## src/design/mar_pkg.sv

```systemverilog
// Shared types and constants of the moving average ring.
// Used by every module of the block but mar_ram; depends on nothing.
`default_nettype none

package mar_pkg;

  localparam int unsigned SAMPLE_W    = 16;
  localparam int unsigned COUNT_OUT_W = 11;
  localparam int unsigned S_TDATA_W   = 16;
  localparam int unsigned M_TDATA_W   = 32;

  typedef enum logic [2:0] {
    ST_IDLE = 3'b001,
    ST_DIV  = 3'b010,
    ST_DONE = 3'b100
  } back_state_e;

  typedef struct packed {
    logic idle;
    logic busy;
    logic done;
  } back_status_t;

endpackage

`default_nettype wire

```

## src/design/mar_back.sv

```systemverilog
// Back end: bit-serial restoring divider of the window sum by the fill count,
// followed by the output register. Depends on mar_pkg.
`default_nettype none

module mar_back #(
  parameter int unsigned DEPTH = 1024
) (
  input  wire                                        clk_i,
  input  wire                                        rst_ni,
  input  wire                                        q_valid_i,
  output logic                                       pop_o,
  input  wire  [mar_pkg::SAMPLE_W+$clog2(DEPTH)-1:0] q_sum_i,
  input  wire  [$clog2(DEPTH+1)-1:0]                 q_cnt_i,
  output logic                                       m_valid_o,
  input  wire                                        m_ready_i,
  output logic [mar_pkg::SAMPLE_W-1:0]               m_avg_o,
  output logic [mar_pkg::COUNT_OUT_W-1:0]            m_cnt_o,
  output mar_pkg::back_status_t                      status_o
);

  import mar_pkg::*;

  localparam int unsigned PTR_W  = $clog2(DEPTH);
  localparam int unsigned CNT_W  = $clog2(DEPTH + 1);
  localparam int unsigned SUM_W  = SAMPLE_W + PTR_W;
  localparam int unsigned STEP_W = $clog2(SUM_W);

  back_state_e       state_q;
  logic [SUM_W-1:0]  quo_q;
  logic [CNT_W-1:0]  rem_q;
  logic [CNT_W-1:0]  div_q;
  logic              neg_q;
  logic [STEP_W-1:0] step_q;
  logic [CNT_W:0]    trial;
  logic [CNT_W:0]    diff;
  logic              ge;
  logic [SUM_W-1:0]  result;
  logic              load_out;

  assign pop_o    = (state_q == ST_IDLE) && q_valid_i;
  assign trial    = {rem_q, quo_q[SUM_W-1]};
  assign diff     = trial - {1'b0, div_q};
  assign ge       = (trial >= {1'b0, div_q});
  assign result   = neg_q ? (~quo_q + SUM_W'(1)) : quo_q;
  assign load_out = (state_q == ST_DONE) && (!m_valid_o || m_ready_i);

  assign status_o.idle = (state_q == ST_IDLE);
  assign status_o.busy = (state_q == ST_DIV);
  assign status_o.done = (state_q == ST_DONE);

  always_ff @(posedge clk_i or negedge rst_ni) begin
    if (!rst_ni) begin
      state_q   <= ST_IDLE;
      step_q    <= '0;
      m_valid_o <= 1'b0;
    end else begin
      case (state_q)
        ST_IDLE: begin
          if (q_valid_i) begin
            state_q <= ST_DIV;
            step_q  <= '0;
          end
        end
        ST_DIV: begin
          step_q <= step_q + STEP_W'(1);
          if (step_q == STEP_W'(SUM_W - 1)) begin
            state_q <= ST_DONE;
          end
        end
        ST_DONE: begin
          if (load_out) begin
            state_q <= ST_IDLE;
          end
        end
        default: begin
          state_q <= ST_IDLE;
        end
      endcase
      if (load_out) begin
        m_valid_o <= 1'b1;
      end else if (m_ready_i) begin
        m_valid_o <= 1'b0;
      end
    end
  end

  always_ff @(posedge clk_i) begin
    if (pop_o) begin
      neg_q <= q_sum_i[SUM_W-1];
      quo_q <= q_sum_i[SUM_W-1] ? (~q_sum_i + SUM_W'(1)) : q_sum_i;
      rem_q <= '0;
      div_q <= q_cnt_i;
    end else if (state_q == ST_DIV) begin
      quo_q <= {quo_q[SUM_W-2:0], ge};
      rem_q <= ge ? diff[CNT_W-1:0] : trial[CNT_W-1:0];
    end
    if (load_out) begin
      m_avg_o <= result[SAMPLE_W-1:0];
      m_cnt_o <= COUNT_OUT_W'(div_q);
    end
  end

endmodule

`default_nettype wire

```

## config.mk

```make
export PLATFORM = sky130hd
export DESIGN_NAME = mar_back
export DESIGN_NICKNAME = d
export VERILOG_FILES = /design/src/design/mar_pkg.sv /design/src/design/mar_back.sv
export SDC_FILE = /design/constraint.sdc
export NUM_CORES = 1
export LEC_CHECK = 0
export CAP_MARGIN = 20
export CORE_UTILIZATION = 29
export DETAILED_ROUTE_END_ITERATION = 8
export DONT_BUFFER_PORTS = 1
export GPL_TIMING_DRIVEN = 0
export HOLD_SLACK_MARGIN = 0.08
export SYNTH_ARGS = -nofsm -noshare
export SYNTH_HDL_FRONTEND = slang
export SYNTH_SLANG_ARGS = --single-unit
export TNS_END_PERCENT = 5
```

## constraint.sdc

```tcl
create_clock -name clk_i -period 2.8 [get_ports clk_i]
set_clock_uncertainty 0.2 [all_clocks]
set_input_delay 0.7 -clock clk_i [delete_from_list [all_inputs] [get_ports clk_i]]
set_output_delay 0.7 -clock clk_i [all_outputs]
set_load 0.005 [all_outputs]
```

# After elaboration in Yosys (flattened, before gate mapping)
# Cells that the tools add are included.
# word_totals
regBits	85
latch_bits	0
ram_bits	0
rom_bits	0
in_bits	41
out_inout_bits	32
word_cells	45
mem_count	0
# op_classes
n_addsub	4
mul	0
div_mod_pow	0
order_cmp	1
eq_ne	7
shift	0
mux	13
bitwise_logic	2
n_reduce_logical	9
# ops
operator	count
$mux W26	3
$add A26 B1 Y26 const B	1
$not A26 Y26	1
$add A16 B1 Y16 const B	1
$mux W16	1
$not A16 Y16	1
$ge A12 B11 Y1	1
$mux W11	1
$sub A11 B11 Y11	1
$pmux W5 S2	1
$mux W3	3
$pmux W3 S3	1
$reduce_bool A2 Y1	3
$add A5 B1 Y5 const B	1
$eq A5 B5 Y1 const B	1
$mux W5	1
$ne A2 B1 Y1 const B	2
$eq A3 B1 Y1 const B	1
$eq A3 B2 Y1 const B	1
$eq A3 B3 Y1 const B	1
$reduce_and A3 Y1	1
$logic_and A1 B1 Y1	2
$mux W1	2
$ne A2 B2 Y1 const B	1
other kinds (3)	3

# Depth between registers and ports, before layout
# depth
ltp_word	5
depth_mapped	10
ltp_nobuf	9

# Least setup slack after synthesis
# Ideal clock, no wire load.
# synth_timing
kind	in2out
start	input port q_valid_i
end	output port pop_o
arrival_time_ns	1.852
required_time_ns	1.900
slack_ns	0.048
stages	3
n_path_buf	1
cell_sequence	nand2_1 nor3_1 clkbuf_1
# synth_via
elab_chain_cells	1
# synth_lines
element	line_no	text
start, declared	mar_back.sv:10	input wire q_valid_i,
$logic_and A1 B1 Y1	mar_back.sv:40	assign pop_o = (state_q == ST_IDLE) && q_valid_i;
end, declared	mar_back.sv:11	output logic pop_o,
# Every way passes these cells.

==> results.yml <==
outcome:
  status: "completed"
critical_path:
  critical_path.reg2reg.startpoint: "div_q[0]"
  worstReg2RegEnd: "rem_q[10]"
  worst_path_largest_cell_delay_ns: 0.42
  critPathCaptureType: "output pin"
  r2r_slack_ns: 0.16
  crit_arrival_ns: 1.76
  cpMaxStageDelayCell: "sky130_fd_sc_hd__dfrtp_2"
  path_max_fanout: 10
  cp_data_required_time_ns: 1.90
  crit_path_start_kind: "flip-flop"
  critical_path.cell_chain: "inv_1 > or3_1 > clkbuf_2 > inv_2 > buf_4"
  r2r.worst_path.cells: 9
  worst-setup-path-type: "reg2out"
clock_network:
  clockRootBuffer: "sky130_fd_sc_hd__clkbuf_16"
  clockBufferDepth: 2
  cts.clk_slew.worst_paths_ns: 0.07
  cts_tree: "built"
  cts.htree.levels: 3
  cts_made_buffers: 9
  latest_clock_arrival_within_the_worst_skew_pair_ns: 0.35
  clock_sinks: 85
layout:
  fin_cells: 631
  final_layout_size_suffix_gt1_share_pct: 10.61
  finish.net_count: 495
  area_growth_syn_to_layout_pct: 15.20
  finalInstanceArea_sq_um: 5186
  insertedDiodeCount: 0
route:
  detail_route.wirelength_mm: 10.25
  first_iter_violations: 197
  postRouteAntennaNets: 0
  num_vias: 3159
  drc_errors: 0
  first_pass_iters: 4
  post_drt_via_cell_ratio: 5.006
  wl_per_cell_microns: 16.25
sta:
  setup_repair_after_global_routing_missed_its_margin: "true"
  holdWs_ns: 0.2468
  rel_slew_slack_pct: 42.72
  max_freq_mhz: 375.8
  report.final.slew_viol_count: 0
  final-hold-violation-count: 0
  layout_min_cycle_time_ns: 2.661
  setup_slack_ns: 0.1390
  tightestPinTransition_ns: 0.8573
  layout_worst_path_cycle_share_pct: 95.04
  final_setup_vio_count: 0
placed_design:
  hpwl_detailed_mm: 7.355
  buffer_ports.inserted: 0
  numPlacedInstances: 608
  gpl.final_weighted_congestion: 0.8165
  dpl_worst_slack_ns: -0.4751
  place_area_sq_um: 4765
power:
  power.sequential.fraction_pct: 44.3
  netSwitchingPower_uw: 1527
  power_report.internal_total_uw: 2978
  power.share.switching_pct: 33.89
  p_leak_uw: 0.001879
  totalPowerFinal_uw: 4505
  irDropWorstVdd_uv: 329.2
  power.share.clock_pct: 27.7
  cell_pwr_density_nw_per_um2: 868.6
  combinationalPowerShare_pct: 28.0
global_route:
  initial_antenna_violation_count: 1
  grtUsageTotal_pct: 13.43
  grt_first_pass_wirelength_mm: 16.50
  vias_in_the_first_global_route: 3283
  grt_overflow_total: 0
  grt_start_max_net_pins: 28
die:
  design.core.area_sq_um: 15200
  chipHeight_microns: 126.6
  die_x_microns: 126.6
  die_footprint_sq_um: 16030
  std_cell_rows: 45
  io_pins: 73
  initial_core_util_pct: 29.61
min_path:
  min_to: "neg_q"
  min_path_cells: 0
  hold_path_class: "in2reg"
  min-delay-start: "q_sum_i[25]"
logic_synthesis:
  synth_nets: 476
  synthesis.area_sq_um: 4502
  synth.top_cells.by_count: "65 x sky130_fd_sc_hd__edfxtp_1, 41 x sky130_fd_sc_hd__nand2_1, 41 x sky130_fd_sc_hd__nor2_1, 33 x sky130_fd_sc_hd__o21ai_0, 29 x sky130_fd_sc_hd__a21oi_1"
  synth_top_cell_area_share_pct: 43.36
  synth.largest_area_cell: "sky130_fd_sc_hd__edfxtp_1"
  number_of_enable_flip_flop_cells_after_synthesis: 65
  synth_top_flop_cell: "sky130_fd_sc_hd__edfxtp_1"
  syn_inst: 419
  yosysMostFrequentCell: "sky130_fd_sc_hd__edfxtp_1"
  synth_top_cells_by_area: "sky130_fd_sc_hd__edfxtp_1 43%, sky130_fd_sc_hd__dfxtp_1 4.9%, sky130_fd_sc_hd__xor2_1 4.7%, sky130_fd_sc_hd__dfrtp_1 4.4%, sky130_fd_sc_hd__ha_1 4.2%"
  synth-async-reset-ratio_pct: 10.59
  synth_seq_area_share_pct: 53.28
  synth.lib_cells_used.distinct: 52
  number_of_synthesized_register_bits: 85
  count_of_yosys_warnings_during_synthesis: 0
  post_synth.cell_area_avg_sq_um: 10.74
run:
  max_cap_violations: 0
per-stage QoR:
| step | setup TNS, ns | utilization, % |
|---|---|---|
| after floorplan | 0 | - |
| after global placement | -72.97 | 31.16 |
| after detailed placement | -15.69 | 31.34 |
| after CTS | -0.2933 | 33.67 |
| after global routing | -0.07157 | 34.12 |
| final | 0 | 34.12 |
per-layer routing:
layer | track usage (%) | routed length, microns | share of wire [%] | vias to the layer above
li1 | - | - | - | 1563
met1 | 16.02 | 4596 | 45 | 1499
met2 | 22.20 | 4949 | 48 | 77
met3 | 4.386 | 497 | 4.8 | 18
met4 | 5.741 | 194 | 1.9 | 2
met5 | 0 | 13 | 0.13 | -
cell type report:
type / instances / area, sq um
fillers: 1516 / 10020
flip-flops and latches: 85 / 2400
multi-input cells: 297 / 2007
well taps: 188 / 235.2
clock buffers: 10 / 229.0
inverters: 23 / 90.09
clock inverters: 6 / 76.32
repair buffers: 7 / 75.07
plain buffers: 14 / 66.31
repair inverters: 1 / 7.507
worst max-delay path by stage:
stage                     from           to  slack [ns]
floorplan            q_valid_i        pop_o        0.05
global placement     q_valid_i        pop_o       -1.16
detailed placement   q_valid_i    quo_q[10]       -0.48
CTS                 state_q[0]        pop_o       -0.27
global route          div_q[0]    rem_q[10]       -0.03
finish              state_q[1]  status_o[1]        0.14
flip-flops by register name, summed over array words and instances, names as in the netlist:
signal,flops
div_q,11
m_avg_o,16
m_cnt_o,11
m_valid_o,1
neg_q,1
quo_q,26
rem_q,11
state_q,3
step_q,5
power by group through the flow:
stage	clock (uW)	combinational, uW	sequential (uW)
after floorplan	0	888	1960
final	1250	1260	2000
after detailed placement	0	1200	2030
after global placement	0	1140	2020
after global routing	1320	1420	2030
after CTS	1280	1250	2000
critical path: cells and delay by family, from the launching register on:
kind,cells,cell delay (ns)
simple gates,1,0.35
buf+inv,4,0.65
flops,1,0.42
kinds of logic after synthesis:
group / Yosys count / synth area share, %
multiplexers: 9 / 2.029
AO/OA/AOI/OAI: 101 / 14.34
adder cells (fa/ha/maj): 16 / 4.614
XOR/XNOR: 44 / 8.560
buffers and inverters: 37 / 3.113
flip-flops: 85 / 53.28
AND/OR/NAND/NOR: 127 / 14.06
timing repair:
action / in CTS / in global routing
hold endpoints to repair: 9 / 0
pin swaps: 0 / 2
hold buffers: 1 / 0
endpoints found under the setup margin: 37 / 40
gates cloned: 1 / 0
resized for setup: 12 / 6
setup buffers: 0 / 5
cell usage in the layout (no fill, tap or decap), drive strengths merged, types with 6 or more instances in the layout:
cell type and instances:
or4 6, mux2i 8, o31ai 12, nand2 41, nand3 6, edfxtp 65, nor3 6, clkbuf 21
o21ai 34, buf 9, nand2b 6, dfrtp 8, xor2 24, a21oi 30, dfxtp 11, ha 15
inv 27, xnor2 20, nor2 41
Note: power is estimated with default switching activity, not from simulation.
