### config.mk
export PLATFORM = sky130hd
export DESIGN_NAME = mar_queue
export DESIGN_NICKNAME = d
export VERILOG_FILES = /design/src/design/mar_pkg.sv /design/src/design/mar_queue.sv
export SDC_FILE = /design/constraint.sdc
export NUM_CORES = 1
export LEC_CHECK = 0
export ABC_AREA = 0
export BUFFER_PORTS_ARGS = -buffer_cell sky130_fd_sc_hd__buf_2
export CAP_MARGIN = 10
export CORE_MARGIN = 2
export CORE_UTILIZATION = 55
export CTS_CLUSTER_SIZE = 12
export DETAILED_ROUTE_END_ITERATION = 10
export PLACE_DENSITY = 0.83
export SLEW_MARGIN = 20
export SYNTH_ARGS = -nofsm -noshare
export SYNTH_HDL_FRONTEND = slang
export SYNTH_SLANG_ARGS = --single-unit
### constraint.sdc
create_clock -name clk_i -period 4.1 [get_ports clk_i]
set_input_delay 0.615 -clock clk_i [delete_from_list [all_inputs] [get_ports clk_i]]
set_output_delay 0.615 -clock clk_i [all_outputs]
set_load 0.01 [all_outputs]
### src/design/mar_pkg.sv
// Shared types and constants of the moving average ring.
// Used by every module of the block but mar_ram; depends on nothing.
`default_nettype none

package mar_pkg;

  localparam int unsigned SAMPLE_W    = 16;
  localparam int unsigned COUNT_OUT_W = 11;
  localparam int unsigned S_TDATA_W   = 16;
  localparam int unsigned M_TDATA_W   = 32;

  typedef enum logic [2:0] {
    ST_IDLE = 3'b001,
    ST_DIV  = 3'b010,
    ST_DONE = 3'b100
  } back_state_e;

  typedef struct packed {
    logic idle;
    logic busy;
    logic done;
  } back_status_t;

endpackage

`default_nettype wire

### src/design/mar_queue.sv
// Two-entry queue that decouples the front end from the divider.
// Depends on mar_pkg.
`default_nettype none

module mar_queue #(
  parameter int unsigned WIDTH = 37
) (
  input  wire               clk_i,
  input  wire               rst_ni,
  input  wire               push_i,
  output logic              ready_o,
  input  wire  [WIDTH-1:0]  data_i,
  output logic              valid_o,
  input  wire               pop_i,
  output logic [WIDTH-1:0]  data_o
);

  import mar_pkg::*;

  logic [WIDTH-1:0] slot_q [2];
  logic             wr_ptr_q;
  logic             rd_ptr_q;
  logic [1:0]       fill_q;
  logic             do_push;
  logic             do_pop;

  assign ready_o = (fill_q != 2'd2);
  assign valid_o = (fill_q != 2'd0);
  assign data_o  = slot_q[rd_ptr_q];
  assign do_push = push_i && ready_o;
  assign do_pop  = pop_i && valid_o;

  always_ff @(posedge clk_i or negedge rst_ni) begin
    if (!rst_ni) begin
      wr_ptr_q <= 1'b0;
      rd_ptr_q <= 1'b0;
      fill_q   <= 2'd0;
    end else begin
      if (do_push) begin
        wr_ptr_q <= !wr_ptr_q;
      end
      if (do_pop) begin
        rd_ptr_q <= !rd_ptr_q;
      end
      if (do_push && !do_pop) begin
        fill_q <= fill_q + 2'd1;
      end else if (do_pop && !do_push) begin
        fill_q <= fill_q - 2'd1;
      end
    end
  end

  always_ff @(posedge clk_i) begin
    if (do_push) begin
      slot_q[wr_ptr_q] <= data_i;
    end
  end

endmodule

`default_nettype wire

### After elaboration in Yosys (flattened, before gate mapping)

Memory sizes are Yosys's and may differ from the RTL's.
Index checks and enable logic that the tools add are counted.

* bits in registers: 4
* bits in latches: 0
* bits in writable memories: 74
* memory bits (read-only): 0
* input bits: 41
* output and inout bits: 39
* word-level logic and storage cells: 21
* memories: 1

* add/sub/neg operators: 2
* multipliers: 0
* divide/modulo/power cells: 0
* magnitude comparators: 0
* equal/unequal tests: 1
* shifts and indexed selects: 0
* multiplexer cells: 4
* bitwise operators: 0
* reduce and logical (&&, ||, !) cells: 10

Memory list
* slot_q: depth 2, bits a word 37, read ports 1, clocked after Yosys merged registers in 0, wr ports 1, RTL line mar_queue.sv:20 `logic [WIDTH-1:0] slot_q [2];`

Operators by type and width (number)
* logical AND 1 bit: 4
* logical NOT 1 bit: 4
* 2-to-1 mux 2 bit: 2
* nonzero test 2 bit: 2
* adder 2 x 1 -> 2 bit (second input constant): 1
* 2-to-1 mux 1 bit: 2
* != test 2 bit (second input constant): 1
* subtractor 2 x 1 -> 2 bit (second input constant): 1

### Longest topological paths before layout

Gate-level depths: netlist of run 1.

* word-level depth: 6
* depth in mapped cells: 7
* depth with buffers taken out: 7

### Worst setup path before layout of run 1

OpenSTA, ideal clock, no wires.

* path kind: input to register
* from: in push_i
* to: mem slot_q[0][0], enable pin
* arrival time: 2267 ps
* data required time: 3669 ps
* path slack: 1401 ps
* stages: 2
* buffers on the path: 0
* cell sequence: nand2_1 nor2_1

* word-level cells in the longest chain between the ends: 3

Ends and longest elaborated chain
* from (decl): RTL line mar_queue.sv:10 `input wire push_i,`
* logical AND 1 bit: RTL line mar_queue.sv:30 `assign do_push = push_i && ready_o;`
* 2-to-1 mux 1 bit: RTL line mar_queue.sv:54 `if (do_push) begin`
* 2-to-1 mux 1 bit (implied by the code): RTL line mar_queue.sv:55 `slot_q[wr_ptr_q] <= data_i;`
* to (decl): RTL line mar_queue.sv:20

Every way passes these cells.

### Worst setup path after layout of run 1

* from: reg rd_ptr_q
* to: out data_o[33]

* word-level cells in the longest chain between the ends: 1

Ends and longest elaborated chain
* from (decl): RTL line mar_queue.sv:22 `logic rd_ptr_q;`
* from (signal assigned): RTL line mar_queue.sv:43 `rd_ptr_q <= !rd_ptr_q;`
* memory read (2 x 37 bit)
* to (decl): RTL line mar_queue.sv:15 `output logic [WIDTH-1:0] data_o`

Every way passes these cells.

==> impl_metrics.tcl, run 1 <==
set metrics [dict create \
    period_minus_slack_ns 2.57 \
    finClkSkew_ns 0.00360 \
    cts_buffers 9 \
    num_antenna_cells 0 \
    synth_fp_nets 175 \
    vias 1445 \
    worstSetupPathType "reg -> out" \
    grt_pass1_wl_um 6730 \
    finalHoldViolations 0 \
    path_cells "mux2_2 > buf_2" \
    die_area_um2 5960 \
    tns_ns 0 \
    layout.nets 261 \
    dpl.hpwl_um 2870 \
    syn_inst 133 \
    core_um2 5140 \
    syn_area_per_cell_um2 22.2 \
    htreeDepth 3 \
    rsz0062_at_grt "no" \
    antenna_found_initial 0 \
    crit_slowest_cell "dfrtp_2" \
    crit_path_end_kind "primary output" \
    clockBufferDepth 2 \
    power_leakage_uw 0.00141 \
    fin_ws_ns 1.53 \
    min_path_type "in -> async" \
    wire_per_inst_um 15.1 \
    ys_warn_count 0 \
    critPathArrivalTime_ns 1.95 \
    antenna_left 0 \
    drtIter0Drc 61 \
    cts_tree "built" \
    cp_num_buf_inv 1 \
    status "completed" \
    grt_use_total 0.155 \
    grt_max_degree 39 \
    syn2layout_area_growth_pct 21.6 \
    multi_input_area_um2 591 \
    drc 0 \
    final.fill_count 347 \
    rows 26 \
    ys_ff_latch 78 \
    synth.area.top_cells "edfxtp_1 75%, mux2_4 10%, mux2_2 6.5%" \
    synth-seq-area-share 0.788 \
    yosys.area.top_type "edfxtp_1" \
    post-route-util 0.697 \
    irDropWorstVdd_v 0.000573 \
    crit_fanout 38 \
    startpoint_type "flop" \
    grt_pass1_vias 1494 \
    crit_path_max_incr_delay_ns 1.04 \
    root_buffer "clkbuf_8" \
    io_buffers 79 \
    pre_cts_slack_ns 1.84 \
    initial_core_util 0.573 \
    gp_congestion 0.736 \
    relSlewSlack 0.289 \
    power_density_nw_per_um2 692 \
    synth_cell_types 15 \
    ios 80 \
    crit_family "flip-flops" \
    syn-cell-area_um2 2950 \
    drive_gt1_frac 0.589 \
    cts.reportedPaths.clkPinSlew_ns 0.07 \
    fin_cells 294 \
    drv_slew 0 \
    dp.cells 278 \
    post_dp_cell_area_um2 3400 \
    timing.max_cap.violations 0 \
    wirelength_um 4450 \
    worst_ep_required_time_ns 3.48 \
    die_w_um 77.2 \
    tightestPinTransition_ns 1.06 \
    fp.dieH_um 77.2 \
    regArea_um2 2320 \
    cts_resized 0 \
    via_per_inst 4.91 \
    period_share 0.626 \
    cts_hold_buf 0 \
    firstDrtPassIters 4 \
    yosys.area.top_type_share 0.754 \
    post_cts_buffers 0 \
    clk_latency_ns 0.33 \
    final_cell_area_um2 3580 \
    setup_viol 0 \
    grt_overflow_total 0 \
    numClockSinks 78 \
    fmax_mhz 390 \
]
[stage by stage]
step | hold slack (ns) | total power [uW]
after floorplan | 0.319 | 1740
after global placement | 0.427 | 1970
after detailed placement | 0.434 | 1990
after CTS | 0.0662 | 2520
after global routing | 0.0548 | 2610
final | 0.0832 | 2480
[power by group]
| part | total, uW | internal [uW] | switching [uW] |
|---|---|---|---|
| Clock | 523 | 280 | 244 |
| Sequential | 1240 | 1100 | 140 |
| Combinational | 723 | 399 | 324 |
| Total | 2480 | 1770 | 708 |
[final timing paths]
path / end / slack (ns) / cells past startpoint / startpoint
max in group asynchronous: rd_ptr_q / 3.88 / 1 / rst_ni
hold reg to reg: fill_q[1] / 0.50 / 1 / fill_q[1]
hold / removal: rd_ptr_q / 0.08 / 1 / rst_ni
min in group clk_i: slot_q[0][14] / 0.47 / 1 / data_i[14]
setup reg to reg: slot_q[0][15] / 2.18 / 3 / fill_q[0]
setup / recovery: data_o[33] / 1.53 / 2 / rd_ptr_q
[sequential cells by signal, summed over array words and instances, names as in the netlist]
name      count
slot_q       74
fill_q        2
rd_ptr_q      1
wr_ptr_q      1
[kinds of logic (layout without fill, tap and decap cells)]
| group | count (synthesis) | in the layout | synth area share |
|---|---|---|---|
| XOR/XNOR | 5 | 5 | 0.0149 |
| flip-flops | 78 | 78 | 0.788 |
| AND/OR/NAND/NOR | 7 | 7 | 0.0115 |
| adder cells (fa/ha/maj) | 1 | 1 | 0.00425 |
| multiplexers | 37 | 37 | 0.167 |
| buffers and inverters | 5 | 96 | 0.0144 |
[cell type report]
class / instances / share of cell area
Timing Repair Buffer: 79 / 0.110
Clock inverter: 4 / 0.0133
Multi-Input combinational cell: 50 / 0.165
Clock buffer: 12 / 0.0377
Tap cell: 70 / 0.0244
Inverter: 1 / 0.00105
Sequential cell: 78 / 0.648
[placed cells by master, fill, tap and decap left out, types with 2 or more instances in the layout]
cell type	n
clkinv_2	2
edfxtp_1	74
nand2_1	2
clkbuf_8	9
mux2_4	20
clkbuf_1	3
buf_2	79
xor2_1	2
mux2_2	17
dfrtp_1	3
xnor2_1	3
[synth_stat cells]
| cell type | count |
|---|---|
| edfxtp_1 | 74 |
| mux2_4 | 20 |
| mux2_2 | 17 |
| dfrtp_1 | 4 |
| buf_6 | 3 |
| xnor2_1 | 3 |
| nand2_1 | 2 |
| nor2_1 | 2 |
| xor2_1 | 2 |
| and3_1 | 1 |
| buf_2 | 1 |
| ha_1 | 1 |
| inv_1 | 1 |
| nand2b_1 | 1 |
| or2_1 | 1 |
[per-layer routing]
metal | global-route usage | vias up | wire length [um]
met5 | 0 | - | 0
li1 | - | 689 | -
met3 | 0.0435 | 9 | 232
met2 | 0.276 | 48 | 2390
met1 | 0.163 | 699 | 1750
met4 | 0.0911 | 0 | 78
(Power assumes the default switching activity.)
==> run 2: changes to the inputs <==
- CORE_UTILIZATION: 55 -> 46
- PLACE_DENSITY: 0.83 -> 0.74
- clock period: 4.1 -> 2.1 ns (I/O delays scaled with it)
==> impl_metrics.tcl, run 2 (synthesized netlist as in run 1, its figures left out) <==
set metrics [dict create \
    via_per_inst 4.79 \
    hold-path-endpoint "slot_q[1][36]" \
    cts_resized 0 \
    crit_path_max_incr_delay_ns 0.40 \
    die_area_um2 7060 \
    ios 80 \
    r2r.worst_path.cells 3 \
    htreeDepth 3 \
    p_sw_uw 1400 \
    cts_tree "built" \
    wire_per_inst_um 15.1 \
    initial_core_util 0.469 \
    clk_latency_ns 0.33 \
    timing.max_cap.violations 0 \
    vias 1471 \
    antenna_found_initial 0 \
    grt_max_degree 26 \
    finalHoldViolations 0 \
    cts_buffers 9 \
    rows 29 \
    wirelength_um 4620 \
    layout.nets 267 \
    crit_slowest_cell "mux2_2" \
    final_common_cell "buf_2" \
    final.fill_count 481 \
    fp.dieH_um 84.0 \
    whs_path_depth 1 \
    tns_ns 0 \
    hold_start "data_i[36]" \
    r2r_end "slot_q[1][1]" \
    largest_register_ffs 74 \
    core_um2 6280 \
    largest_register "slot_q" \
    cts_hold_buf 1 \
    grt_pass1_wl_um 6940 \
    fmax_mhz 521 \
    multi_input_area_um2 591 \
    path_cells "buf_4 > mux2_2 > buf_2" \
    power_density_nw_per_um2 1370 \
    syn2layout_area_growth_pct 24.7 \
    critPathArrivalTime_ns 1.60 \
    die_w_um 84.0 \
    r2r-start "fill_q[0]" \
    p_clk_frac 0.226 \
    gp_congestion 0.680 \
    worstSetupPathType "reg -> out" \
    power_leakage_uw 0.00146 \
    power_uw 5020 \
    p_sw_frac 0.280 \
    post_cts_buffers 0 \
    power_frac_comb 0.328 \
    intPower_uw 3620 \
    crit_fanout 25 \
    rsz0062_at_grt "no" \
    clockBufferDepth 2 \
    antenna_left 0 \
    io_buffers 79 \
    dpl.hpwl_um 3230 \
    min_path_type "in -> reg" \
    period_minus_slack_ns 1.92 \
    num_antenna_cells 0 \
    grt_use_total 0.133 \
    finClkSkew_ns 0.00559 \
    setup_viol 0 \
    seq_power_share 0.446 \
    root_buffer "clkbuf_8" \
    cts.reportedPaths.clkPinSlew_ns 0.07 \
    period_share 0.913 \
    regArea_um2 2320 \
    worst_ep_required_time_ns 1.78 \
    drive_gt1_frac 0.591 \
    numClockSinks 78 \
    firstDrtPassIters 5 \
    rrSetupSlack_ns 0.56 \
    relSlewSlack 0.716 \
    crit_path_end_kind "primary output" \
    drtIter0Drc 47 \
    startpoint_type "flop" \
    drc 0 \
    irDropWorstVdd_v 0.000855 \
    grt_pass1_vias 1441 \
    drv_slew 0 \
    status "completed" \
    tightestPinTransition_ns 0.427 \
    top_regs "slot_q x74, fill_q x2" \
    grt_overflow_total 0 \
    layout_common_cells "79 x buf_2, 74 x edfxtp_1, 20 x mux2_4" \
]
==> run 2: cell count changes in the layout (fill, tap and decap cells not counted), sizes merged <==
cell,before,now
buf,79,84
clkbuf,12,10
clkinv,2,4
bufinv,1,2
clkinvlp,1,0
dlygate4sd3,0,1
==> run 2: area by class of cell <==
cell class / count / area share
multi-input cells: 50 / 0.161
clock buffers: 10 / 0.0347
flip-flops and latches: 78 / 0.632
repair buffers: 85 / 0.124
well taps: 77 / 0.0262
clock inverters: 6 / 0.0208
inverters: 1 / 0.00102
==> run 2: worst max-delay path by stage <==
stage / cells past startpoint / startpoint / end
6_report: 3 / rd_ptr_q / data_o[32]
4_1_cts: 3 / rd_ptr_q / data_o[32]
5_1_grt: 3 / rd_ptr_q / data_o[32]
2_1_floorplan: 3 / fill_q[0] / slot_q[0][0]
3_3_place_gp: 3 / rd_ptr_q / data_o[32]
3_5_place_dp: 3 / rd_ptr_q / data_o[32]
==> run 2: power groups by stage <==
stage / Combinational, uW / Sequential [uW] / Clock, uW
floorplan: 1150 / 2250 / 0
global placement: 1660 / 2260 / 0
detailed placement: 1680 / 2280 / 0
CTS: 1680 / 2250 / 1160
global route: 1770 / 2270 / 1230
finish: 1640 / 2240 / 1130
==> run 2: critical path, delay by kind of cell (launching register included) <==
family	cells	cell delay (ns)
buffers and inverters	2	0.52
flip-flops	1	0.35
multiplexers	1	0.40
==> run 2: per-stage QoR <==
step / cells / area, um2 / util / hold WS (ns) / worst slack (ns)
3_3_place_gp: 290 / 3460 / 0.551 / 0.127 / 0.555
5_1_grt: 307 / 3670 / 0.585 / 0.149 / 0.103
4_1_cts: 307 / 3670 / 0.585 / 0.151 / 0.156
3_5_place_dp: 290 / 3460 / 0.551 / 0.128 / 0.524
2_1_floorplan: 133 / 2950 / - / 0.0194 / 0.0180
6_report: 307 / 3670 / 0.585 / 0.168 / 0.182
==> run 2: layer usage <==
| layer | part of all wire | routed length [um] | track usage | up-vias |
|---|---|---|---|---|
| met1 | 0.41 | 1900 | 0.156 | 713 |
| met3 | 0.050 | 232 | 0.0307 | 7 |
| met4 | 0.018 | 83 | 0.0880 | 0 |
| met5 | 0 | 0 | 0 | - |
| li1 | - | - | - | 700 |
| met2 | 0.52 | 2410 | 0.219 | 51 |
